**config.mk**
```make
export PLATFORM = sky130hd
export DESIGN_NAME = positional_list_engine_with_sort
export DESIGN_NICKNAME = d
export VERILOG_FILES = /design/src/rtl/core/ple_pkg.sv /design/src/rtl/core/positional_list_engine_with_sort.sv /design/src/rtl/core/ple_seq.sv
export SDC_FILE = /design/constraint.sdc
export NUM_CORES = 2
export LEC_CHECK = 0
export BUFFER_PORTS_ARGS = -buffer_cell sky130_fd_sc_hd__clkbuf_2
export CORE_ASPECT_RATIO = 1.2
export CORE_MARGIN = 2
export CORE_UTILIZATION = 45
export CTS_CLUSTER_DIAMETER = 120
export DETAILED_ROUTE_END_ITERATION = 10
export SYNTH_ARGS = -nofsm -noshare
export SYNTH_HDL_FRONTEND = slang
export SYNTH_SLANG_ARGS = --single-unit
```
**constraint.sdc**
```tcl
create_clock -name clk -period 9.5 [get_ports clk]
set_input_delay 1.9 -clock clk [delete_from_list [all_inputs] [get_ports clk]]
set_output_delay 1.9 -clock clk [all_outputs]
set_load 0.02 [all_outputs]
```
**src/rtl/core/ple_pkg.sv**
```systemverilog
`timescale 1ns / 1ps

package ple_pkg;

	// width used for index and count compares, enough for DEPTH up to 64
	localparam int unsigned EW = 7;

	typedef enum logic [2:0] {
		OP_READ     = 3'd0,
		OP_WRITE    = 3'd1,
		OP_INSERT   = 3'd2,
		OP_DELETE   = 3'd3,
		OP_SORT     = 3'd4,
		OP_TRAVERSE = 3'd5
	} op_t;

	typedef enum logic [1:0] {
		ST_OK    = 2'd0,
		ST_RANGE = 2'd1,
		ST_FULL  = 2'd2,
		ST_EMPTY = 2'd3
	} status_t;

	typedef enum logic [3:0] {
		S_IDLE,
		S_DECODE,
		S_INS,
		S_INS_WR,
		S_DEL,
		S_DEL_WR,
		S_SRT_KEY,
		S_SRT_LOAD,
		S_SRT_SCAN,
		S_SRT_TEST,
		S_SRT_PLACE,
		S_TRV_RD,
		S_TRV_OUT,
		S_REPLY
	} state_t;

	typedef struct packed {
		logic [2:0]         operation;
		logic [5:0]         position;
		logic signed [31:0] value;
	} req_t;

	typedef struct packed {
		logic signed [31:0] item;
		logic [1:0]         status;
		logic [5:0]         entry_count;
		logic               last;
	} rsp_t;

	// datapath conditions seen by the sequencer
	typedef struct packed {
		logic       accept;
		logic       out_free;
		logic       err;
		logic [2:0] op;
		logic       sort_short;
		logic       ins_done;
		logic       idx_end;
		logic       j_zero;
		logic       key_gt;
	} flags_t;

endpackage

```
**src/rtl/core/positional_list_engine_with_sort.sv**
```systemverilog
`timescale 1ns / 1ps

// Ordered list of up to DEPTH signed 32-bit entries kept in one single-port-read
// memory, driven by a small sequencer; one request is taken at a time and req_stall
// stays high until its last result has been placed in the output register. Read,
// write, sort of fewer than two entries and every rejected request go straight from
// decode to the reply. Insert and delete shift the entries behind the position, with
// one memory read and one write per moved entry; traverse returns one result per entry.
// Sort is an insertion sort through one signed comparator, shifting each scanned entry
// that is greater than the key up one place before the key is written.
// Results wait in a one-deep output register, and a stalled result holds the engine.
module positional_list_engine_with_sort #(
	parameter int unsigned DEPTH = 32
) (
	input  logic           clk,
	input  logic           arst_n,
	input  logic           req_valid,
	output logic           req_stall,
	input  ple_pkg::req_t  req,
	output logic           rsp_valid,
	input  logic           rsp_stall,
	output ple_pkg::rsp_t  rsp
);

	localparam int unsigned AW = (DEPTH > 1) ? $clog2(DEPTH) : 1;
	localparam int unsigned CW = $clog2(DEPTH + 1);
	localparam int unsigned EW = ple_pkg::EW;

	ple_pkg::state_t state;
	ple_pkg::flags_t flags;

	logic [31:0]        mem_q [DEPTH];
	logic signed [31:0] rdata_q;
	logic               mem_we;
	logic [AW-1:0]      mem_waddr;
	logic [31:0]        mem_wdata;
	logic               mem_re;
	logic [AW-1:0]      mem_raddr;

	logic [2:0]         op_q;
	logic [5:0]         pos_q;
	logic signed [31:0] val_q;
	logic [CW-1:0]      count_q;
	logic [CW-1:0]      idx_q;
	logic [AW-1:0]      j_q;
	logic signed [31:0] key_q;
	logic [1:0]         res_status_q;

	logic               rsp_valid_q;
	ple_pkg::rsp_t      rsp_q;
	logic               rsp_load;
	ple_pkg::rsp_t      rsp_nxt;

	logic [EW-1:0]      pos_e;
	logic [EW-1:0]      count_e;
	logic [EW-1:0]      idx_e;
	logic [CW-1:0]      idx_inc;
	logic [CW-1:0]      idx_dec;
	logic [1:0]         status_dec;
	logic               out_free;

	assign pos_e   = EW'(pos_q);
	assign count_e = EW'(count_q);
	assign idx_e   = EW'(idx_q);
	assign idx_inc = idx_q + CW'(1);
	assign idx_dec = idx_q - CW'(1);

	assign out_free  = !rsp_valid_q || !rsp_stall;
	assign req_stall = (state != ple_pkg::S_IDLE);

	// request checks, evaluated against the stored count
	always_comb begin
		status_dec = ple_pkg::ST_OK;
		case (op_q)
			ple_pkg::OP_READ, ple_pkg::OP_WRITE, ple_pkg::OP_DELETE: begin
				if (count_e == '0)         status_dec = ple_pkg::ST_EMPTY;
				else if (pos_e >= count_e) status_dec = ple_pkg::ST_RANGE;
			end
			ple_pkg::OP_INSERT: begin
				if (pos_e > count_e)                status_dec = ple_pkg::ST_RANGE;
				else if (count_e >= EW'(DEPTH))     status_dec = ple_pkg::ST_FULL;
			end
			ple_pkg::OP_SORT: status_dec = ple_pkg::ST_OK;
			ple_pkg::OP_TRAVERSE: begin
				if (count_e == '0) status_dec = ple_pkg::ST_EMPTY;
			end
			default: status_dec = ple_pkg::ST_RANGE;
		endcase
	end

	always_comb begin
		flags            = '0;
		flags.accept     = req_valid && !req_stall;
		flags.out_free   = out_free;
		flags.err        = (status_dec != ple_pkg::ST_OK);
		flags.op         = op_q;
		flags.sort_short = (count_e < EW'(2));
		flags.ins_done   = (idx_e == pos_e);
		flags.idx_end    = ((idx_e + EW'(1)) >= count_e);
		flags.j_zero     = (j_q == '0);
		// the one shared comparator: scanned entry against the held key
		flags.key_gt     = (rdata_q > key_q);
	end

	ple_seq u_seq (
		.clk    (clk),
		.arst_n (arst_n),
		.flags  (flags),
		.state  (state)
	);

	// memory strobes and result loading per state
	always_comb begin
		mem_we    = 1'b0;
		mem_waddr = idx_q[AW-1:0];
		mem_wdata = rdata_q;
		mem_re    = 1'b0;
		mem_raddr = idx_q[AW-1:0];
		rsp_load  = 1'b0;
		rsp_nxt   = '0;
		case (state)
			ple_pkg::S_DECODE: begin
				if (!flags.err && op_q == ple_pkg::OP_WRITE) begin
					mem_we    = 1'b1;
					mem_waddr = pos_q[AW-1:0];
					mem_wdata = val_q;
				end
				if (!flags.err && op_q == ple_pkg::OP_READ) begin
					mem_re    = 1'b1;
					mem_raddr = pos_q[AW-1:0];
				end
			end
			ple_pkg::S_INS: begin
				if (flags.ins_done) begin
					mem_we    = 1'b1;
					mem_waddr = pos_q[AW-1:0];
					mem_wdata = val_q;
				end else begin
					mem_re    = 1'b1;
					mem_raddr = idx_dec[AW-1:0];
				end
			end
			ple_pkg::S_INS_WR, ple_pkg::S_DEL_WR: begin
				mem_we = 1'b1;
			end
			ple_pkg::S_DEL: begin
				mem_re    = !flags.idx_end;
				mem_raddr = idx_inc[AW-1:0];
			end
			ple_pkg::S_SRT_KEY, ple_pkg::S_TRV_RD: begin
				mem_re = 1'b1;
			end
			ple_pkg::S_SRT_SCAN: begin
				mem_re    = !flags.j_zero;
				mem_raddr = j_q - AW'(1);
			end
			ple_pkg::S_SRT_TEST: begin
				mem_we    = flags.key_gt;
				mem_waddr = j_q;
			end
			ple_pkg::S_SRT_PLACE: begin
				mem_we    = 1'b1;
				mem_waddr = j_q;
				mem_wdata = key_q;
			end
			ple_pkg::S_TRV_OUT: begin
				rsp_load            = out_free;
				rsp_nxt.item        = rdata_q;
				rsp_nxt.status      = ple_pkg::ST_OK;
				rsp_nxt.entry_count = 6'(count_q);
				rsp_nxt.last        = flags.idx_end;
			end
			ple_pkg::S_REPLY: begin
				rsp_load            = out_free;
				rsp_nxt.item        = (op_q == ple_pkg::OP_READ && res_status_q == ple_pkg::ST_OK) ?
				                      rdata_q : '0;
				rsp_nxt.status      = res_status_q;
				rsp_nxt.entry_count = 6'(count_q);
				rsp_nxt.last        = 1'b1;
			end
			default: begin
			end
		endcase
	end

	always_ff @(posedge clk) begin
		if (mem_we) mem_q[mem_waddr] <= mem_wdata;
		if (mem_re) rdata_q <= mem_q[mem_raddr];
	end

	always_ff @(posedge clk or negedge arst_n) begin
		if (!arst_n) begin
			count_q <= '0;
		end else if (state == ple_pkg::S_INS && flags.ins_done) begin
			count_q <= count_q + CW'(1);
		end else if (state == ple_pkg::S_DEL && flags.idx_end) begin
			count_q <= count_q - CW'(1);
		end
	end

	always_ff @(posedge clk) begin
		if (flags.accept) begin
			op_q  <= req.operation;
			pos_q <= req.position;
			val_q <= req.value;
		end
		case (state)
			ple_pkg::S_DECODE: begin
				res_status_q <= status_dec;
				case (op_q)
					ple_pkg::OP_INSERT: idx_q <= count_q;
					ple_pkg::OP_DELETE: idx_q <= CW'(pos_q);
					ple_pkg::OP_SORT:   idx_q <= CW'(1);
					default:            idx_q <= '0;
				endcase
			end
			ple_pkg::S_INS_WR:   idx_q <= idx_dec;
			ple_pkg::S_DEL_WR:   idx_q <= idx_inc;
			ple_pkg::S_SRT_LOAD: begin
				key_q <= rdata_q;
				j_q   <= idx_q[AW-1:0];
			end
			ple_pkg::S_SRT_TEST: begin
				if (flags.key_gt) j_q <= j_q - AW'(1);
			end
			ple_pkg::S_SRT_PLACE: idx_q <= idx_inc;
			ple_pkg::S_TRV_OUT: begin
				if (out_free) idx_q <= idx_inc;
			end
			default: begin
			end
		endcase
	end

	// one-deep output register
	always_ff @(posedge clk or negedge arst_n) begin
		if (!arst_n) begin
			rsp_valid_q <= 1'b0;
		end else if (rsp_load) begin
			rsp_valid_q <= 1'b1;
		end else if (!rsp_stall) begin
			rsp_valid_q <= 1'b0;
		end
	end

	always_ff @(posedge clk) begin
		if (rsp_load) rsp_q <= rsp_nxt;
	end

	assign rsp_valid = rsp_valid_q;
	assign rsp       = rsp_q;

`ifndef NO_ASSERTIONS
	a_count_bound: assert property (@(posedge clk) disable iff (!arst_n)
		count_e <= EW'(DEPTH))
		else $error("entry count beyond depth");

	a_err_item_zero: assert property (@(posedge clk) disable iff (!arst_n)
		(rsp_valid && rsp.status != ple_pkg::ST_OK) |-> (rsp.item == '0))
		else $error("flagged result carries data");

	a_count_change: assert property (@(posedge clk) disable iff (!arst_n)
		(count_q != $past(count_q)) |->
		($past(state) == ple_pkg::S_INS || $past(state) == ple_pkg::S_DEL))
		else $error("count changed outside insert or delete");

	a_idle_no_load: assert property (@(posedge clk) disable iff (!arst_n)
		(state == ple_pkg::S_IDLE) |-> !rsp_load)
		else $error("result loaded while idle");
`endif

endmodule

```
**src/rtl/core/ple_seq.sv**
```systemverilog
`timescale 1ns / 1ps

module ple_seq (
	input  logic              clk,
	input  logic              arst_n,
	input  ple_pkg::flags_t   flags,
	output ple_pkg::state_t   state
);

	ple_pkg::state_t state_q;
	ple_pkg::state_t state_nxt;

	always_ff @(posedge clk or negedge arst_n) begin
		if (!arst_n) begin
			state_q <= ple_pkg::S_IDLE;
		end else begin
			state_q <= state_nxt;
		end
	end

	always_comb begin
		state_nxt = state_q;
		case (state_q)
			ple_pkg::S_IDLE: begin
				if (flags.accept) state_nxt = ple_pkg::S_DECODE;
			end
			ple_pkg::S_DECODE: begin
				if (flags.err) begin
					state_nxt = ple_pkg::S_REPLY;
				end else begin
					case (flags.op)
						ple_pkg::OP_INSERT:   state_nxt = ple_pkg::S_INS;
						ple_pkg::OP_DELETE:   state_nxt = ple_pkg::S_DEL;
						ple_pkg::OP_SORT:     state_nxt = flags.sort_short ?
						                                  ple_pkg::S_REPLY : ple_pkg::S_SRT_KEY;
						ple_pkg::OP_TRAVERSE: state_nxt = ple_pkg::S_TRV_RD;
						default:              state_nxt = ple_pkg::S_REPLY;
					endcase
				end
			end
			ple_pkg::S_INS:       state_nxt = flags.ins_done ? ple_pkg::S_REPLY : ple_pkg::S_INS_WR;
			ple_pkg::S_INS_WR:    state_nxt = ple_pkg::S_INS;
			ple_pkg::S_DEL:       state_nxt = flags.idx_end ? ple_pkg::S_REPLY : ple_pkg::S_DEL_WR;
			ple_pkg::S_DEL_WR:    state_nxt = ple_pkg::S_DEL;
			ple_pkg::S_SRT_KEY:   state_nxt = ple_pkg::S_SRT_LOAD;
			ple_pkg::S_SRT_LOAD:  state_nxt = ple_pkg::S_SRT_SCAN;
			ple_pkg::S_SRT_SCAN:  state_nxt = flags.j_zero ? ple_pkg::S_SRT_PLACE : ple_pkg::S_SRT_TEST;
			ple_pkg::S_SRT_TEST:  state_nxt = flags.key_gt ? ple_pkg::S_SRT_SCAN : ple_pkg::S_SRT_PLACE;
			ple_pkg::S_SRT_PLACE: state_nxt = flags.idx_end ? ple_pkg::S_REPLY : ple_pkg::S_SRT_KEY;
			ple_pkg::S_TRV_RD:    state_nxt = ple_pkg::S_TRV_OUT;
			ple_pkg::S_TRV_OUT: begin
				if (flags.out_free) state_nxt = flags.idx_end ? ple_pkg::S_IDLE : ple_pkg::S_TRV_RD;
			end
			ple_pkg::S_REPLY: begin
				if (flags.out_free) state_nxt = ple_pkg::S_IDLE;
			end
			default: state_nxt = ple_pkg::S_IDLE;
		endcase
	end

	assign state = state_q;

endmodule
```
==> out/qor.csv <==
metric,value,unit
die_x,305,µm
postSynthCellCount,3126,
io-pin-count,88,
htreeDepth,3,
holdPathStages,0,
worstMarginPinSlew,1120,ps
fin_area,55100,µm²
drv_slew,0,
nNetsFinal,3335,
grt_overflow,0,
postRouteAntennaNets,0,
grt_pass1_wl,196000,µm
endpoint_kind,flip-flop,
fmax,178,MHz
ys.flop_type,edfxtp_1,
layout.cells.most_common,edfxtp_1,
antenna_found_initial,4,
wirelength,138000,µm
dp_cells,4525,
finalCritPeriodShare,0.590,
drt_pass1_iterations,6,
start_util,0.454,
yosys.area_share.simple,0.0633,
drc_errors,0,
rsz0062_at_grt,false,
r2r_setup_slack,3890,ps
ys_ff_latch,1194,
grt_pass1_vias,27900,
synthAdderAreaFrac,0.0136,
first_iter_violations,3253,
synth-compound-area-share,0.0627,
drive_gt1_frac,0.145,
worst-path-max-fanout,119,
hpwl,75300,µm
place_area,51300,µm²
postSynth.asyncResetShare,0.00921,
drt-vias-per-instance,6.09,
power,22300,µW
gp_congestion,0.859,
synth_xor_area_frac,0.00429,
yosysUniqueCellTypes,66,
min_path_type,reg2reg,
final_hold_viol_count,0,
track_usage,0.245,
cts_tree,done,
utilization,0.510,
cts_hold_buffers,0,
die-area,112000,µm²
slew-limit-headroom,0.253,
peakVddDrop,0.000444,V
holdPathEnd,key_q[11],
fp.coreArea,108000,µm²
cts_num_sinks,1194,
synth_edf_count,1183,
cts_max_path_buffers,3,
reg2regPathDepth,13,
p_leak,0.0189,µW
synth_top_family_by_area,multiplexers,
post_drt_wl_per_cell,29.2,µm
synthMuxAreaShare,0.102,
clk_pin_slew,60,ps
final_cells,4738,
worst_r2r_startpoint,count_q[1],
post_cts_resized,0,
setup_viol,0,
final_cell_mix,"edfxtp_1, mux2i_1, nand2_1",
vias,28800,
power_density,405,nW/µm²
status,"finished, final reports clean",
cts_setup_buffers,0,
clkLatencyLatePin,710,ps
grt_max_degree,141,
finClkSkew,37.8,ps
cts_buffers,118,
num_rows,132,
die_y,366,µm
port_buffers,87,
maxCapViolCount,0,
synth.avg_cell_area,15.7,µm²
cp.arrival,6030,ps
crit_type,reg2reg,
r2r_end,rdata_q[28],
tns,0,ps
startpoint_type,flip-flop,
seq_area_frac_synth,0.730,
finalCriticalPeriod,5610,ps
syn_nets,3223,
area_growth,12.2,%
synth_warnings,0,
n_antenna_cell,0,
cp.required,9920,ps
cts_root_buf,clkbuf_16,
worstHoldStart,rdata_q[11],
syn_area,49100,µm²
[worst max path at each step]
stage                from      endpoint  slack, ps
4_1_cts        count_q[1]   rdata_q[29]       3920
6_report       count_q[1]   rdata_q[28]       3890
3_5_place_dp   count_q[1]   rdata_q[29]       3960
2_1_floorplan  count_q[1]  mem_q[19][0]       2740
3_3_place_gp   count_q[1]   rdata_q[15]       4000
5_1_grt          pos_q[2]   rdata_q[29]       3560
[Yosys cell counts (28+ instances only)]
cell | n | area share
a221o_1 | 38 | 0.0078
nor2_1 | 52 | 0.0040
ha_1 | 51 | 0.013
buf_2 | 28 | 0.0029
o21ai_0 | 33 | 0.0034
edfxtp_1 | 1183 | 0.72
nand2_1 | 369 | 0.028
a211oi_1 | 36 | 0.0055
inv_1 | 88 | 0.0067
a222oi_1 | 36 | 0.0073
nand3_1 | 138 | 0.014
and2_1 | 34 | 0.0043
mux2i_1 | 391 | 0.080
a21oi_1 | 34 | 0.0035
a31oi_1 | 69 | 0.0088
a32oi_1 | 33 | 0.0059
nor3_1 | 35 | 0.0036
a2bb2oi_1 | 32 | 0.0057
clkbuf_1 | 111 | 0.0085
o22ai_1 | 37 | 0.0047
mux2_2 | 96 | 0.022
[final cells by class]
| type | instances | area, µm² |
|---|---|---|
| fillers | 8886 | 53000 |
| flip-flops and latches | 1194 | 35800 |
| multi-input cells | 1666 | 12300 |
| clock buffers | 147 | 3100 |
| well taps | 1407 | 1760 |
| repair buffers | 169 | 1100 |
| clock inverters | 66 | 607 |
| inverters | 89 | 334 |
[registers in the layout, summed over array words and instances, names as in the netlist]
| name | cells |
|---|---|
| mem_q | 1024 |
| rsp | 41 |
| key_q | 32 |
| rdata_q | 32 |
| val_q | 32 |
| count_q | 6 |
| idx_q | 6 |
| pos_q | 6 |
| j_q | 5 |
| u_seq.state | 4 |
| op_q | 3 |
| res_status_q | 2 |
| rsp_valid | 1 |
[worst max-delay path, stage by stage (launching register included)]
cell      delay, ps
dfrtp_1         460
or4_1           570
or3_1           360
a221o_1         330
o21a_1          240
inv_2           130
nor4_2          120
a221oi_4        360
buf_12          620
buf_4           940
mux2_2          420
a221o_1         340
a31oi_1         170
a211oi_1         90
[where the power goes]
group          internal (µW)  switching (µW)  total, µW
Clock                   2600            1930       4530
Sequential              7340             396       7730
Combinational           3400            6660      10100
Total                  13300            8990      22300
[through the flow]
stage / hold slack [ps] / setup WS, ps
after floorplan: 463 / 2740
after global placement: 525 / 4000
after detailed placement: 508 / 3960
after CTS: 538 / 3920
after global routing: 558 / 3560
final: 534 / 3890
[cell families after synthesis]
kind of cell / count (synthesis)
xor gates and xnor gates: 24
adders and majority gates: 53
muxes: 487
and+or+nand+nor: 695
AOI/OAI and AO/OA: 407
DFF: 1194
buffers and inverters: 266
[layer usage]
metal | share of wire | global-route usage | up-vias
met5 | 0 | 0 | -
met4 | 0.039 | 0.101 | 0
met3 | 0.084 | 0.0361 | 258
met2 | 0.47 | 0.397 | 1342
met1 | 0.40 | 0.334 | 14900
li1 | - | - | 12400
Power figures use the tool's default switching activity.
